<file path="src/rtl/mlls_pkg.sv">
// Shared types and constants for the multi-lane loop sequencer.
package mlls_pkg;

   // Default sizes; byte-wide packing of the masks and counts is fixed.
   localparam int LANES_DEF        = 8;
   localparam int SEGMENT_BITS_DEF = 8;
   localparam int LANE_FIELD_BITS  = 8;
   localparam int REPEAT_BITS      = 8;

   // Register indexes of the configuration port
   localparam logic [2:0] REG_LOOP_LOCK      = 3'd0;
   localparam logic [2:0] REG_LOOP_MASK      = 3'd1;
   localparam logic [2:0] REG_AUTOSTART_MASK = 3'd2;
   localparam logic [2:0] REG_SEGMENT_COUNTS = 3'd3;
   localparam logic [2:0] REG_REPEAT_COUNTS  = 3'd4;

   // Lane mode
   typedef enum logic [1:0] {
      MODE_IDLE = 2'd0,
      MODE_RUN  = 2'd1,
      MODE_PEND = 2'd2
   } lane_mode_type;

   // Per-lane controls for one step
   typedef struct packed {
      logic tick;
      logic reload_all;
      logic restart;
      logic start;
      logic stop;
      logic seg_end;
      logic loop_release;
      logic loop_lock;
      logic loop_en;
      logic autostart;
   } lane_ctl_type;

   // Per-lane status of one step
   typedef struct packed {
      logic running;
      logic pending;
      logic looped;
      logic advanced;
      logic finished;
      logic run_pre;
   } lane_stat_type;

endpackage

</file>
<file path="src/rtl/multi_lane_loop_sequencer.sv">
// Top level of the multi-lane loop sequencer: channels, registers and lane array.
//
// Usage: each transfer on the req channel is one step of the timeline. req_tuser
// selects a tick (0) or a reload of all lanes from the autostart mask (1); req_tdata
// carries the per-lane restart, start and stop hits and the segment-end flags.
// Every step gives exactly one transfer on the rsp channel with the lane masks
// after that step.
// A step is captured in the input register, then resolved for all lanes and shown in
// the result register once that register is free or being drained; rsp_tvalid then
// marks the result valid until it is taken.
// Throughput: one step per cycle while rsp_tready is high; the only loop is the lane
// state update, which is combinational from the lane registers back to them.
// Reset: all lanes idle with segment and repeat counts at zero, registers cleared.
// Stall: while rsp_tready is low the result holds; one more step can wait in the
// input register, then req_tready drops until the result is taken.
// Registers sit at byte address 8*i on the 64-bit csr port; the user must write them
// only while no step is in flight, as the block itself does not enforce it.
module multi_lane_loop_sequencer #(
   parameter int LANES        = mlls_pkg::LANES_DEF,
   parameter int SEGMENT_BITS = mlls_pkg::SEGMENT_BITS_DEF
) (
   input  logic        clock,
   input  logic        reset,
   input  logic        req_tvalid,
   output logic        req_tready,
   // restart_hits[7:0], start_hits[15:8], stop_hits[23:16], segment_end[31:24]
   input  logic [31:0] req_tdata,
   // req_type[0]
   input  logic        req_tuser,
   output logic        rsp_tvalid,
   input  logic        rsp_tready,
   // running_mask[7:0], pending_mask[15:8], looped_mask[23:16],
   // advanced_mask[31:24], finished_mask[39:32]
   output logic [39:0] rsp_tdata,
   input  logic        csr_psel,
   input  logic        csr_penable,
   input  logic        csr_pwrite,
   input  logic [5:0]  csr_paddr,
   input  logic [63:0] csr_pwdata,
   output logic [63:0] csr_prdata,
   output logic        csr_pready
);

   localparam int FB = mlls_pkg::LANE_FIELD_BITS;

   // Configuration registers
   logic          loop_lock_ff;
   logic [FB-1:0] loop_mask_ff;
   logic [FB-1:0] autostart_ff;
   logic [63:0]   seg_counts_ff;
   logic [63:0]   rep_counts_ff;
   logic          csr_write;
   logic [2:0]    csr_index;

   // Input and result registers
   logic          in_valid_ff;
   logic          in_type_ff;
   logic [31:0]   in_data_ff;
   logic          out_valid_ff;
   logic [39:0]   out_data_ff, out_data_in;
   logic          advance;

   // Lane masks
   logic [FB-1:0] running_w, pending_w, looped_w, advanced_w, finished_w, run_pre_w;
   logic          loop_release;
   logic          tick;

   assign csr_pready = 1'b1;
   assign csr_write  = csr_psel && csr_penable && csr_pwrite && csr_pready;
   assign csr_index  = csr_paddr[5:3];

   // Write configuration registers
   always_ff @(posedge clock) begin
      if (reset) begin
         loop_lock_ff  <= 1'b0;
         loop_mask_ff  <= '0;
         autostart_ff  <= '0;
         seg_counts_ff <= '0;
         rep_counts_ff <= '0;
      end else if (csr_write) begin
         unique case (csr_index)
            mlls_pkg::REG_LOOP_LOCK:      loop_lock_ff  <= csr_pwdata[0];
            mlls_pkg::REG_LOOP_MASK:      loop_mask_ff  <= csr_pwdata[FB-1:0];
            mlls_pkg::REG_AUTOSTART_MASK: autostart_ff  <= csr_pwdata[FB-1:0];
            mlls_pkg::REG_SEGMENT_COUNTS: seg_counts_ff <= csr_pwdata;
            mlls_pkg::REG_REPEAT_COUNTS:  rep_counts_ff <= csr_pwdata;
            default: ;
         endcase
      end
   end

   // Read back configuration registers
   always_comb begin
      unique case (csr_index)
         mlls_pkg::REG_LOOP_LOCK:      csr_prdata = {63'd0, loop_lock_ff};
         mlls_pkg::REG_LOOP_MASK:      csr_prdata = {{(64-FB){1'b0}}, loop_mask_ff};
         mlls_pkg::REG_AUTOSTART_MASK: csr_prdata = {{(64-FB){1'b0}}, autostart_ff};
         mlls_pkg::REG_SEGMENT_COUNTS: csr_prdata = seg_counts_ff;
         mlls_pkg::REG_REPEAT_COUNTS:  csr_prdata = rep_counts_ff;
         default:                      csr_prdata = '0;
      endcase
   end

   // Advance a step into the result register when it is free or being drained
   assign advance    = in_valid_ff && (!out_valid_ff || rsp_tready);
   assign req_tready = !in_valid_ff || advance;
   assign tick       = !in_type_ff;

   always_ff @(posedge clock) begin
      if (reset) begin
         in_valid_ff <= 1'b0;
      end else if (req_tready) begin
         in_valid_ff <= req_tvalid;
      end
   end

   always_ff @(posedge clock) begin
      if (req_tready && req_tvalid) begin
         in_type_ff <= req_tuser;
         in_data_ff <= req_tdata;
      end
   end

   // Lane array; lanes past LANES read as zero
   for (genvar g = 0; g < FB; g++) begin : g_lane
      if (g < LANES) begin : g_used
         mlls_pkg::lane_ctl_type  ctl;
         mlls_pkg::lane_stat_type stat;

         always_comb begin
            ctl.tick         = tick;
            ctl.reload_all   = in_type_ff;
            ctl.restart      = in_data_ff[g];
            ctl.start        = in_data_ff[FB + g];
            ctl.stop         = in_data_ff[2*FB + g];
            ctl.seg_end      = in_data_ff[3*FB + g];
            ctl.loop_release = loop_release;
            ctl.loop_lock    = loop_lock_ff;
            ctl.loop_en      = loop_mask_ff[g];
            ctl.autostart    = autostart_ff[g];
         end

         mlls_lane #(
            .SEGMENT_BITS(SEGMENT_BITS)
         ) u_lane (
            .clock      (clock),
            .reset      (reset),
            .step       (advance),
            .ctl        (ctl),
            .seg_count  (seg_counts_ff[FB*g +: SEGMENT_BITS]),
            .rep_wanted (rep_counts_ff[FB*g +: mlls_pkg::REPEAT_BITS]),
            .stat       (stat)
         );

         assign running_w[g]  = stat.running;
         assign pending_w[g]  = stat.pending;
         assign looped_w[g]   = stat.looped;
         assign advanced_w[g] = stat.advanced;
         assign finished_w[g] = stat.finished;
         assign run_pre_w[g]  = stat.run_pre;
      end else begin : g_unused
         assign running_w[g]  = 1'b0;
         assign pending_w[g]  = 1'b0;
         assign looped_w[g]   = 1'b0;
         assign advanced_w[g] = 1'b0;
         assign finished_w[g] = 1'b0;
         assign run_pre_w[g]  = 1'b0;
      end
   end

   // Release waiting lanes under loop lock on a tick in which some lane finishes and none still runs
   assign loop_release = tick && loop_lock_ff && (|finished_w) && !(|run_pre_w);

   assign out_data_in = {finished_w, advanced_w, looped_w, pending_w, running_w};

   // Hold the result until the transfer completes
   always_ff @(posedge clock) begin
      if (reset) begin
         out_valid_ff <= 1'b0;
      end else if (advance) begin
         out_valid_ff <= 1'b1;
      end else if (rsp_tready) begin
         out_valid_ff <= 1'b0;
      end
   end

   always_ff @(posedge clock) begin
      if (advance) begin
         out_data_ff <= out_data_in;
      end
   end

   assign rsp_tvalid = out_valid_ff;
   assign rsp_tdata  = out_data_ff;

   // A lane is never both running and waiting to loop
   a_run_pend_disjoint: assert property (@(posedge clock) disable iff (reset)
      rsp_tvalid |-> ((rsp_tdata[7:0] & rsp_tdata[15:8]) == 8'd0))
      else $error("lane both running and pending");

   // A lane cannot both advance and finish in one step
   a_adv_fin_disjoint: assert property (@(posedge clock) disable iff (reset)
      rsp_tvalid |-> ((rsp_tdata[31:24] & rsp_tdata[39:32]) == 8'd0))
      else $error("lane both advanced and finished");

   // A looped lane ends the step running
   a_looped_running: assert property (@(posedge clock) disable iff (reset)
      rsp_tvalid |-> ((rsp_tdata[23:16] & ~rsp_tdata[7:0]) == 8'd0))
      else $error("looped lane not running");

   // A full input register behind a stalled result blocks new transfers
   a_stall_blocks: assert property (@(posedge clock) disable iff (reset)
      (rsp_tvalid && !rsp_tready && in_valid_ff) |-> !req_tready)
      else $error("transfer accepted with both stages full");

   // A taken result with nothing behind it leaves the output empty
   a_drain: assert property (@(posedge clock) disable iff (reset)
      (rsp_tvalid && rsp_tready && !in_valid_ff) |=> !rsp_tvalid)
      else $error("result repeated after transfer");

endmodule

</file>
<file path="src/rtl/mlls_lane.sv">
// One sequencer lane: mode, active segment and repeat count with their step logic.
module mlls_lane #(
   parameter int SEGMENT_BITS = mlls_pkg::SEGMENT_BITS_DEF
) (
   input  logic                               clock,
   input  logic                               reset,
   input  logic                               step,
   input  mlls_pkg::lane_ctl_type             ctl,
   input  logic [SEGMENT_BITS-1:0]            seg_count,
   input  logic [mlls_pkg::REPEAT_BITS-1:0]   rep_wanted,
   output mlls_pkg::lane_stat_type            stat
);

   localparam logic [mlls_pkg::REPEAT_BITS-1:0] REP_ONE = 1;
   localparam logic [mlls_pkg::REPEAT_BITS-1:0] REP_MAX = '1;

   mlls_pkg::lane_mode_type mode_ff, mode_in;
   logic [SEGMENT_BITS-1:0] seg_ff, seg_in;
   logic [mlls_pkg::REPEAT_BITS-1:0] rep_ff, rep_in;

   logic                             cnt_nz;
   logic                             reload;
   mlls_pkg::lane_mode_type          mode_hit;
   mlls_pkg::lane_mode_type          mode_adv;
   logic [SEGMENT_BITS-1:0]          seg_hit;
   logic [SEGMENT_BITS:0]            seg_next;
   logic [mlls_pkg::REPEAT_BITS-1:0] rep_hit;
   logic                             adv_cond;
   logic                             advanced;
   logic                             finished;
   logic                             eligible;
   logic                             looped;

   // Apply the hits, then advance on segment end
   always_comb begin
      cnt_nz = (seg_count != '0);
      reload = ctl.tick && cnt_nz &&
               (ctl.restart || (mode_ff != mlls_pkg::MODE_RUN && ctl.start));
      mode_hit = reload ? mlls_pkg::MODE_RUN : mode_ff;
      seg_hit  = reload ? '0 : seg_ff;
      rep_hit  = reload ? '0 : rep_ff;
      if (ctl.tick && ctl.stop && mode_hit != mlls_pkg::MODE_IDLE) begin
         mode_hit = mlls_pkg::MODE_IDLE;
      end
      adv_cond = ctl.tick && mode_hit == mlls_pkg::MODE_RUN && cnt_nz && ctl.seg_end;
      seg_next = {1'b0, seg_hit} + {{SEGMENT_BITS{1'b0}}, 1'b1};
      advanced = adv_cond && (seg_next < {1'b0, seg_count});
      finished = adv_cond && !(seg_next < {1'b0, seg_count});
      mode_adv = finished ? mlls_pkg::MODE_PEND : mode_hit;
      eligible = ctl.loop_en || (rep_wanted > REP_ONE && rep_hit < (rep_wanted - REP_ONE));
      looped   = mode_adv == mlls_pkg::MODE_PEND && eligible &&
                 ((finished && !ctl.loop_lock) || ctl.loop_release);
   end

   // Next lane state
   always_comb begin
      mode_in = mode_adv;
      seg_in  = advanced ? seg_next[SEGMENT_BITS-1:0] : seg_hit;
      rep_in  = rep_hit;
      if (looped) begin
         mode_in = mlls_pkg::MODE_RUN;
         seg_in  = '0;
         rep_in  = (rep_hit == REP_MAX) ? rep_hit : rep_hit + REP_ONE;
      end
      if (ctl.reload_all) begin
         mode_in = (ctl.autostart && cnt_nz) ? mlls_pkg::MODE_RUN : mlls_pkg::MODE_IDLE;
         seg_in  = '0;
         rep_in  = '0;
      end
   end

   // Status toward the result
   always_comb begin
      stat.running  = (mode_in == mlls_pkg::MODE_RUN);
      stat.pending  = (mode_in == mlls_pkg::MODE_PEND);
      stat.looped   = looped && !ctl.reload_all;
      stat.advanced = advanced && !ctl.reload_all;
      stat.finished = finished && !ctl.reload_all;
      stat.run_pre  = (mode_adv == mlls_pkg::MODE_RUN);
   end

   // Hold state between steps
   always_ff @(posedge clock) begin
      if (reset) begin
         mode_ff <= mlls_pkg::MODE_IDLE;
         seg_ff  <= '0;
         rep_ff  <= '0;
      end else if (step) begin
         mode_ff <= mode_in;
         seg_ff  <= seg_in;
         rep_ff  <= rep_in;
      end
   end

endmodule
</file>
<file path="config.mk">
export PLATFORM = sky130hd
export DESIGN_NAME = multi_lane_loop_sequencer
export DESIGN_NICKNAME = d
export VERILOG_FILES = /design/src/rtl/mlls_pkg.sv /design/src/rtl/multi_lane_loop_sequencer.sv /design/src/rtl/mlls_lane.sv
export SDC_FILE = /design/constraint.sdc
export NUM_CORES = 1
export LEC_CHECK = 0
export ABC_AREA = 1
export BUFFER_PORTS_ARGS = -buffer_cell sky130_fd_sc_hd__buf_2
export CORE_MARGIN = 2
export CORE_UTILIZATION = 40
export DETAILED_ROUTE_END_ITERATION = 16
export GPL_ROUTABILITY_DRIVEN = 1
export GPL_TIMING_DRIVEN = 0
export PLACE_DENSITY = 0.59
export SLEW_MARGIN = 40
export SYNTH_ARGS = -nofsm -noshare
export SYNTH_HDL_FRONTEND = slang
export SYNTH_SLANG_ARGS = --single-unit
export TNS_END_PERCENT = 5
</file>
<file path="constraint.sdc">
create_clock -name clock -period 3.9 [get_ports clock]
set_clock_uncertainty 0.05 [all_clocks]
set_input_delay 0.78 -clock clock [delete_from_list [all_inputs] [get_ports clock]]
set_output_delay 0.78 -clock clock [all_outputs]
set_load 0.005 [all_outputs]
</file>
==> run summary, run 1 <==
PLACE
--------------------------------------------------------------------------------------------------------
RD Place Congestion                                                                               0.9531
# placed instances                                                                                 4,183
Final HPWL DP                                                                                  64,830 um
Buffers added on ports                                                                               211

WORST SETUP PATH
--------------------------------------------------------------------------------------------------------
Worst endpoint required time                                                                     4200 ps
Reg2reg end                                                                                 rsp_tdata[15]
Reg-to-Reg Start                                                                              in_type_ff
Critical path data arrival time                                                                  4530 ps
Crit-path most repeated cell                                                                     nand2_2
CP endpoint kind                                                                                register
Critical path's slowest cell                                                                    edfxtp_1
R2R cell count                                                                                        32
CP peak stage delay                                                                               470 ps
Kind of critical path                                                                         reg -> reg
Largest fanout on the critical path                                                                    7
Worst reg-to-reg setup slack                                                                     -330 ps
Type of element launching the critical path                                                     register

FLOORPLAN
--------------------------------------------------------------------------------------------------------
Starting Density                                                                                  0.4049
Chip Width                                                                                      243.1 um
Total number of placement rows                                                                        87
Area inside the core boundary                                                               56,500 sq um
Die ar.                                                                                     59,120 sq um
Boundary Pins                                                                                        217
Y dimension of the die                                                                          243.1 um

GLOBAL ROUTING
--------------------------------------------------------------------------------------------------------
Global-route layer with the greatest usage                                                          met2
Met2 routing resource usage after global routing                                                  0.4540
Global route overflow                                                                                  0
Largest net degree at the start of global routing                                                     26
Wire length of the first global-routing pass                                                  131,100 um
Met1 Track Usage GR                                                                               0.3747
Met3 track demand over resource in global routing                                                0.07729
Number of global-route vias before repair                                                         21,800
Total routing resource utilization after global routing                                           0.2914
Initial antenna violation count                                                                        7

MIN PATH
--------------------------------------------------------------------------------------------------------
Worst min path class                                                                           in -> reg
Hold Path Depth                                                                                        1
HP Start                                                                                    req_tdata[15]
Hold Path End                                                                               in_data_ff[15]

CTS
--------------------------------------------------------------------------------------------------------
Clock Tree Buf Depth                                                                                   3
CTS tree                                                                                             yes
CTS Buf Count                                                                                         44
Clock latency reported for the late side of the worst-skew pair                                   600 ps
Clock root buffer master                                                                       clkbuf_16
CTS HTree Levels                                                                                       2
Clock Sinks                                                                                          364
Post-CTS clock slew at the launch and capture registers of the worst setup and hold paths          60 ps

YOSYS
--------------------------------------------------------------------------------------------------------
Total of warnings raised by yosys                                                                      0
Area share of the largest cell type after synthesis                                               0.2547
Number of standard cells after synthesis                                                           3,214
Net count of the mapped netlist                                                                    3,468
Leading cell types by total area after synthesis                                            dfxtp_1, nand2_1, edfxtp_1
Post-Synth Adder-Cell Area                                                                       0.07876
Synthesized flop and latch total                                                                     364
Netlist cell types                                                                                    54
Combinational family with the most area after synthesis                                     simple AND/OR/NAND/NOR gates
Largest area contributor in the netlist                                                          dfxtp_1
Syn avg cell area                                                                            7.118 sq um
Post-synth top flop                                                                              dfxtp_1
Sequential area share after synthesis                                                             0.3505
Post-synthesis cell area                                                                    22,880 sq um
Share of cell area taken by muxes after synthesis                                                      0
Share of synthesized cell area in and, or, nand and nor gates                                     0.2602
Count of flip-flops with a built-in enable after synthesis                                            73
Synth async-reset ratio                                                                                0
Post-synthesis share of cell area spent on xor and xnor gates                                    0.04326
Share of the synthesized area in compound gates (AO/OA/AOI/OAI)                                   0.1718

POWER
--------------------------------------------------------------------------------------------------------
Leakage power                                                                                   13.47 nW
Ratio of total power to cell area                                                           320.5 nW/um^2
Peak ir drop on the vdd network                                                              0.0002932 V

LAYOUT
--------------------------------------------------------------------------------------------------------
Layout-stage area growth over the synthesis result                                                26.58%
Utilization of the core after routing                                                             0.5125
Number of filler instances in the final layout                                                     5,633
Share of cells above drive strength 1                                                             0.2256
Total number of nets in the final design                                                           3,863
Post-route insts no fill                                                                           4,403

TIMING
--------------------------------------------------------------------------------------------------------
Worst rel slew slack                                                                              0.3837
Tightest Pin Transition                                                                         924.5 ps
PnR worst setup slack                                                                          -327.5 ps
Final-report max-slew violation count                                                                  0
Number of setup violations in the final report                                                       168
RSZ-0062 raised after global routing                                                                 yes
Fin crit share                                                                                     1.084
Max frequency                                                                                 0.2365 GHz
Hold violation total from the final report                                                             0
Minimum clock period                                                                             4228 ps

ROUTING
--------------------------------------------------------------------------------------------------------
Post-DR vias/cell                                                                                  5.384
Drt total wl                                                                                   89,830 um
Remaining routing DRC violations                                                                       0
Initial detailed-routing violation count                                                           2,399
Via Count                                                                                         23,710
Antenna violation net count after detailed routing                                                     0
Number of optimization iterations in the first detailed-route pass                                     6
Wire length per cell after detailed routing                                                     20.40 um

FLOW RUN
--------------------------------------------------------------------------------------------------------
Max-cap violations                                                                                     0

RUN STATUS
--------------------------------------------------------------------------------------------------------
Run status                                                                                  complete, but fails checks
Failing checks                                                                              negative setup slack

[final cells by class]
cell class	instances	area (sq um)	area share
inverters	406	1579	0.05453
multi-input cells	2307	13830	0.4775
clock inverters	25	300.3	0.01037
clock buffers	56	1207	0.04170
repair buffers	350	2216	0.07653
diodes	3	7.507	0.0002593
flip-flops and latches	364	8031	0.2774
well taps	756	945.9	0.03267
plain buffers	136	840.8	0.02904
[Yosys cell counts, types with 13 or more instances]
master and n:
nand3_1 208, xor2_1 96, nand2_2 27, buf_6 14
dfxtp_1 291, ha_1 144, a21oi_1 357, xnor2_1 17
nand3_2 15, edfxtp_1 73, nand2_1 691, nand4_1 59
inv_2 13, nand2_4 16, clkbuf_1 102, o22ai_1 48
nand3b_1 15, or2_2 13, nor3_1 38, nor2_1 204
inv_1 381, o21ai_0 264
[worst max-delay path: cells and delay by family, from the launching register on]
family	cells	cell delay (ps)
xor+xnor	1	200
fa+ha+maj	2	450
buf+inv	11	1110
flops	1	470
simple gates	18	1680
[state kept, by name, summed over array words and instances (netlist names), 16 cells and up]
name and cells:
rsp_tdata 40, g_lane.g_used.u_lane.mode_ff 16, g_lane.g_used.u_lane.seg_ff 64, in_data_ff 32, rep_counts_ff 64, seg_counts_ff 64
g_lane.g_used.u_lane.rep_ff 64
[per-layer routing]
layer | vias up | share of wire | wire [um]
met5 | - | 0.00031 | 28
met4 | 4 | 0.051 | 4604
met3 | 203 | 0.096 | 8603
met2 | 1033 | 0.44 | 39400
met1 | 10980 | 0.41 | 37200
li1 | 11490 | - | -
[worst max-delay path by stage]
stage / cells after the start / startpoint / end / slack (ps)
global placement: 29 / in_type_ff / rsp_tdata[2] / -1480
finish: 32 / in_type_ff / rsp_tdata[15] / -330
floorplan: 29 / in_type_ff / rsp_tdata[4] / 20
CTS: 31 / in_type_ff / rsp_tdata[0] / -290
global route: 29 / in_type_ff / rsp_tdata[7] / -520
detailed placement: 28 / in_type_ff / rsp_tdata[12] / -1410
[cells in the final DEF, fill, tap and decap left out, types with 16 or more instances in the layout]
| cell type | count |
|---|---|
| nor2_2 | 20 |
| o21ai_0 | 258 |
| inv_2 | 49 |
| ha_1 | 134 |
| buf_6 | 16 |
| nand2_2 | 55 |
| nand2_4 | 24 |
| dfxtp_1 | 284 |
| o22ai_1 | 47 |
| buf_2 | 219 |
| nand4_1 | 59 |
| a21oi_2 | 39 |
| nand3_1 | 192 |
| nor2_1 | 179 |
| a21oi_1 | 326 |
| nand3_2 | 18 |
| clkbuf_2 | 26 |
| buf_4 | 125 |
| clkbuf_16 | 45 |
| inv_1 | 338 |
| nor3_1 | 31 |
| xor2_1 | 82 |
| edfxtp_1 | 73 |
| nand2_1 | 640 |
| clkbuf_1 | 80 |
[where the power goes]
part	total, mW	leakage, nW	switching, mW	internal (mW)
logic	0.927	9.68	0.635	0.292
registers	3.95	3.06	0.0424	3.91
clock network	4.40	0.727	1.80	2.60
[what timing repair did]
action                                  4_1_cts  5_1_grt
hold buffers                                  0        0
endpoints found under the setup margin      229      193
buffers inserted                             86       51
resized for setup                           198      177
pin swaps                                    55       80
[metrics by stage]
stage | setup TNS, ps | worst slack (ps) | power, mW | area [sq um] | hold slack [ps]
after detailed placement | -222460 | -1406 | 4.813 | 24960 | 406.7
after global placement | -272920 | -1475 | 4.808 | 24880 | 402.3
after global routing | -68730 | -522.6 | 9.541 | 28950 | 282.5
after floorplan | 0 | 15.40 | 4.438 | 22880 | 388.0
final | -34410 | -327.5 | 9.279 | 28960 | 306.4
after CTS | -30560 | -291.1 | 9.267 | 27930 | 275.8
[kinds of logic after synthesis]
family | Yosys count
adders and majority gates | 144
xor gates and xnor gates | 113
buffers and inverters | 543
other | 1
and+or+nand+nor | 1316
AOI/OAI and AO/OA | 733
DFF | 364
Power figures use the tool's default switching activity.
==> run 2, diff against run 1 <==
--- a/config.mk
+++ b/config.mk
@@ -9,10 +9,12 @@
 export BUFFER_PORTS_ARGS = -buffer_cell sky130_fd_sc_hd__buf_2
 export CORE_MARGIN = 2
 export CORE_UTILIZATION = 40
+export CTS_CLUSTER_DIAMETER = 50
 export DETAILED_ROUTE_END_ITERATION = 16
 export GPL_ROUTABILITY_DRIVEN = 1
 export GPL_TIMING_DRIVEN = 0
 export PLACE_DENSITY = 0.59
+export RECOVER_POWER = 100
 export SLEW_MARGIN = 40
 export SYNTH_ARGS = -nofsm -noshare
 export SYNTH_HDL_FRONTEND = slang
==> run summary, run 2 (synthesis gave the netlist of run 1 again) <==
GLOBAL ROUTING
--------------------------------------------------------------------------------------------------------
Largest net degree at the start of global routing                                                     26   unchanged
Global-route layer with the greatest usage                                                          met2
Total routing resource utilization after global routing                                           0.2915   about the same
Met1 Track Usage GR                                                                               0.3856   +0.01085
Initial antenna violation count                                                                        7   unchanged
Met3 track demand over resource in global routing                                                0.05949   -0.01780
Number of global-route vias before repair                                                         21,780   -0.078%
Met2 routing resource usage after global routing                                                  0.4589   +0.004874
Wire length of the first global-routing pass                                                  131,700 um   +0.44%
Global route overflow                                                                                  0   unchanged

PLACE
--------------------------------------------------------------------------------------------------------
Final HPWL DP                                                                                  64,830 um   unchanged
RD Place Congestion                                                                               0.9531   unchanged
Worst setup slack after placement                                                               -1406 ps   unchanged
Buffers added on ports                                                                               211   unchanged

CTS
--------------------------------------------------------------------------------------------------------
CTS Buf Count                                                                                         53   +20%
Clock root buffer master                                                                       clkbuf_16
Hold buffers post-CTS                                                                                  0   unchanged
CTS HTree Levels                                                                                       2   unchanged
Clock latency reported for the late side of the worst-skew pair                                   630 ps   +30 ps
Clock Sinks                                                                                          364   unchanged
Post-CTS clock slew at the launch and capture registers of the worst setup and hold paths          60 ps   about the same
CTS tree                                                                                             yes
Clock Tree Buf Depth                                                                                   3   unchanged

TIMING
--------------------------------------------------------------------------------------------------------
RSZ-0062 raised after global routing                                                                 yes
Hold violation total from the final report                                                             0   unchanged
Max frequency                                                                                 0.2238 GHz   -5.4%
Accumulated negative setup slack                                                              -52,870 ps   -18,460 ps
Worst rel slew slack                                                                             -0.2921   -0.6758
Minimum clock period                                                                             4469 ps   +241.6 ps
PnR worst setup slack                                                                          -569.2 ps   -241.6 ps
Fin crit share                                                                                     1.146   +0.06195
Number of setup violations in the final report                                                       218   +30%
Tightest Pin Transition                                                                          1938 ps   +1014 ps
Final-report max-slew violation count                                                                 50   +50

POWER
--------------------------------------------------------------------------------------------------------
Post-layout power                                                                               9.817 mW   +5.8%
Ratio of total power to cell area                                                           335.8 nW/um^2   +4.8%
Leakage power                                                                                   13.49 nW   +0.18%
Peak ir drop on the vdd network                                                              0.0003031 V   +3.4%

ROUTING
--------------------------------------------------------------------------------------------------------
Number of optimization iterations in the first detailed-route pass                                     6   unchanged
Drt total wl                                                                                   90,330 um   +0.56%
Antenna violation net count after detailed routing                                                     0   unchanged
Post-DR vias/cell                                                                                  5.445   +1.1%
Initial detailed-routing violation count                                                           2,556   +6.5%
Via Count                                                                                         24,090   +1.6%
Remaining routing DRC violations                                                                       0   unchanged
Wire length per cell after detailed routing                                                     20.42 um   +0.10%

LAYOUT
--------------------------------------------------------------------------------------------------------
Total number of nets in the final design                                                           3,875   +0.31%
Share of cells above drive strength 1                                                             0.2249   -0.0006855
Layout-stage area growth over the synthesis result                                                27.81%
Leading cell type in the layout, fill and taps excluded                                          nand2_1
Top library cells by usage in the layout, fill and taps aside                               nand2_1, inv_1, a21oi_1

WORST SETUP PATH
--------------------------------------------------------------------------------------------------------
Type of element launching the critical path                                                    input pin
Crit. Startpoint                                                                            csr_paddr[4]
Critical path data arrival time                                                                  3640 ps   -890 ps
Setup crit end                                                                              csr_prdata[14]
Worst reg-to-reg setup slack                                                                     -360 ps   -30 ps
CP endpoint kind                                                                             output port
Largest fanout on the critical path                                                                   10   +3
Worst endpoint required time                                                                     3070 ps   -1130 ps
R2R cell count                                                                                        31   -3.1%
Kind of critical path                                                                          in -> out
Reg-to-Reg Start                                                                            seg_counts_ff[41]
Reg2reg end                                                                                 rsp_tdata[7]

FLOW RUN
--------------------------------------------------------------------------------------------------------
Max-cap violations                                                                                     2   +2

FLOORPLAN
--------------------------------------------------------------------------------------------------------
Y dimension of the die                                                                          243.1 um   unchanged
Area inside the core boundary                                                               56,500 sq um   unchanged
Chip Width                                                                                      243.1 um   unchanged
Die ar.                                                                                     59,120 sq um   unchanged
Starting Density                                                                                  0.4049   unchanged
Total number of placement rows                                                                        87   unchanged
Boundary Pins                                                                                        217   unchanged

RUN STATUS
--------------------------------------------------------------------------------------------------------
Failing checks                                                                              max-capacitance violations, max-slew violations, negative setup slack
Run status                                                                                  complete, but fails checks

MIN PATH
--------------------------------------------------------------------------------------------------------
Worst min path class                                                                           in -> reg

## run 2: cell count changes in the layout (fill, tap and decap cells not counted), sizes merged
cell    before  now
buf        384  366
clkbuf     158  187
inv        398  405
clkinv      19   23
bufinv       7    5
## run 2: layout make-up
| class | count | area [sq um] |
|---|---|---|
| multi-input cells | 2307 | 13860 |
| clock buffers | 64 | 1439 |
| well taps | 756 | 945.9 |
| flip-flops and latches | 364 | 8030 |
| repair buffers | 353 | 2187 |
| clock inverters | 34 | 345.3 |
| plain buffers | 136 | 838.3 |
| diodes | 3 | 7.507 |
| inverters | 406 | 1584 |
| fillers | 5604 | 27260 |
## run 2: how the worst min path moves through the flow
| stage | start | endpoint | slack [ps] | cells after the start |
|---|---|---|---|---|
| 2_1_floorplan | loop_mask_ff[3] | loop_mask_ff[3] | 390 | 2 |
| 5_1_grt | req_tdata[7] | in_data_ff[7] | 270 | 1 |
| 3_5_place_dp | g_lane[7].g_used.u_lane.rep_ff[0] | g_lane[7].g_used.u_lane.rep_ff[0] | 410 | 2 |
| 4_1_cts | req_tdata[15] | in_data_ff[15] | 260 | 1 |
| 6_report | req_tdata[7] | in_data_ff[7] | 280 | 1 |
| 3_3_place_gp | g_lane[3].g_used.u_lane.seg_ff[7] | g_lane[3].g_used.u_lane.seg_ff[7] | 400 | 2 |
## run 2: timing repair
| action | 4_1_cts | 5_1_grt |
|---|---|---|
| setup buffers | 84 | 55 |
| hold endpoints to repair | 0 | 0 |
| gates cloned | 1 | 0 |
| resized for setup | 175 | 218 |
| setup endpoints to repair | 229 | 187 |
| pin swaps | 56 | 97 |
## run 2: per-stage QoR
| stage | std cells | instance area, sq um | hold slack [ps] | utilization |
|---|---|---|---|---|
| after floorplan | 3214 | 22880 | 388.0 | - |
| after global placement | 4181 | 24880 | 402.3 | 0.4404 |
| after detailed placement | 4183 | 24960 | 406.7 | 0.4418 |
| after CTS | 4365 | 28090 | 257.8 | 0.4972 |
| after global routing | 4421 | 29230 | 268.0 | 0.5174 |
| final | 4423 | 29240 | 277.4 | 0.5175 |
## run 2: worst max-delay path, cell delays in order
cell,delay (ps)
buf_2,150
inv_1,80
nor3_1,800
inv_1,370
clkbuf_2,420
clkbuf_4,410
o22ai_1,400
buf_2,190
## run 2: where the power goes
| part | switching (mW) | internal [mW] | total (mW) |
|---|---|---|---|
| clock | 2.01 | 2.93 | 4.94 |
| sequential | 0.0426 | 3.91 | 3.96 |
| combinational | 0.635 | 0.286 | 0.921 |
| total | 2.69 | 7.13 | 9.82 |
## run 2: routing by layer
metal | vias up | wire (um)
met4 | 8 | 4070
met3 | 212 | 8152
met2 | 1089 | 39960
met1 | 11240 | 38080
met5 | - | 64
li1 | 11540 | -
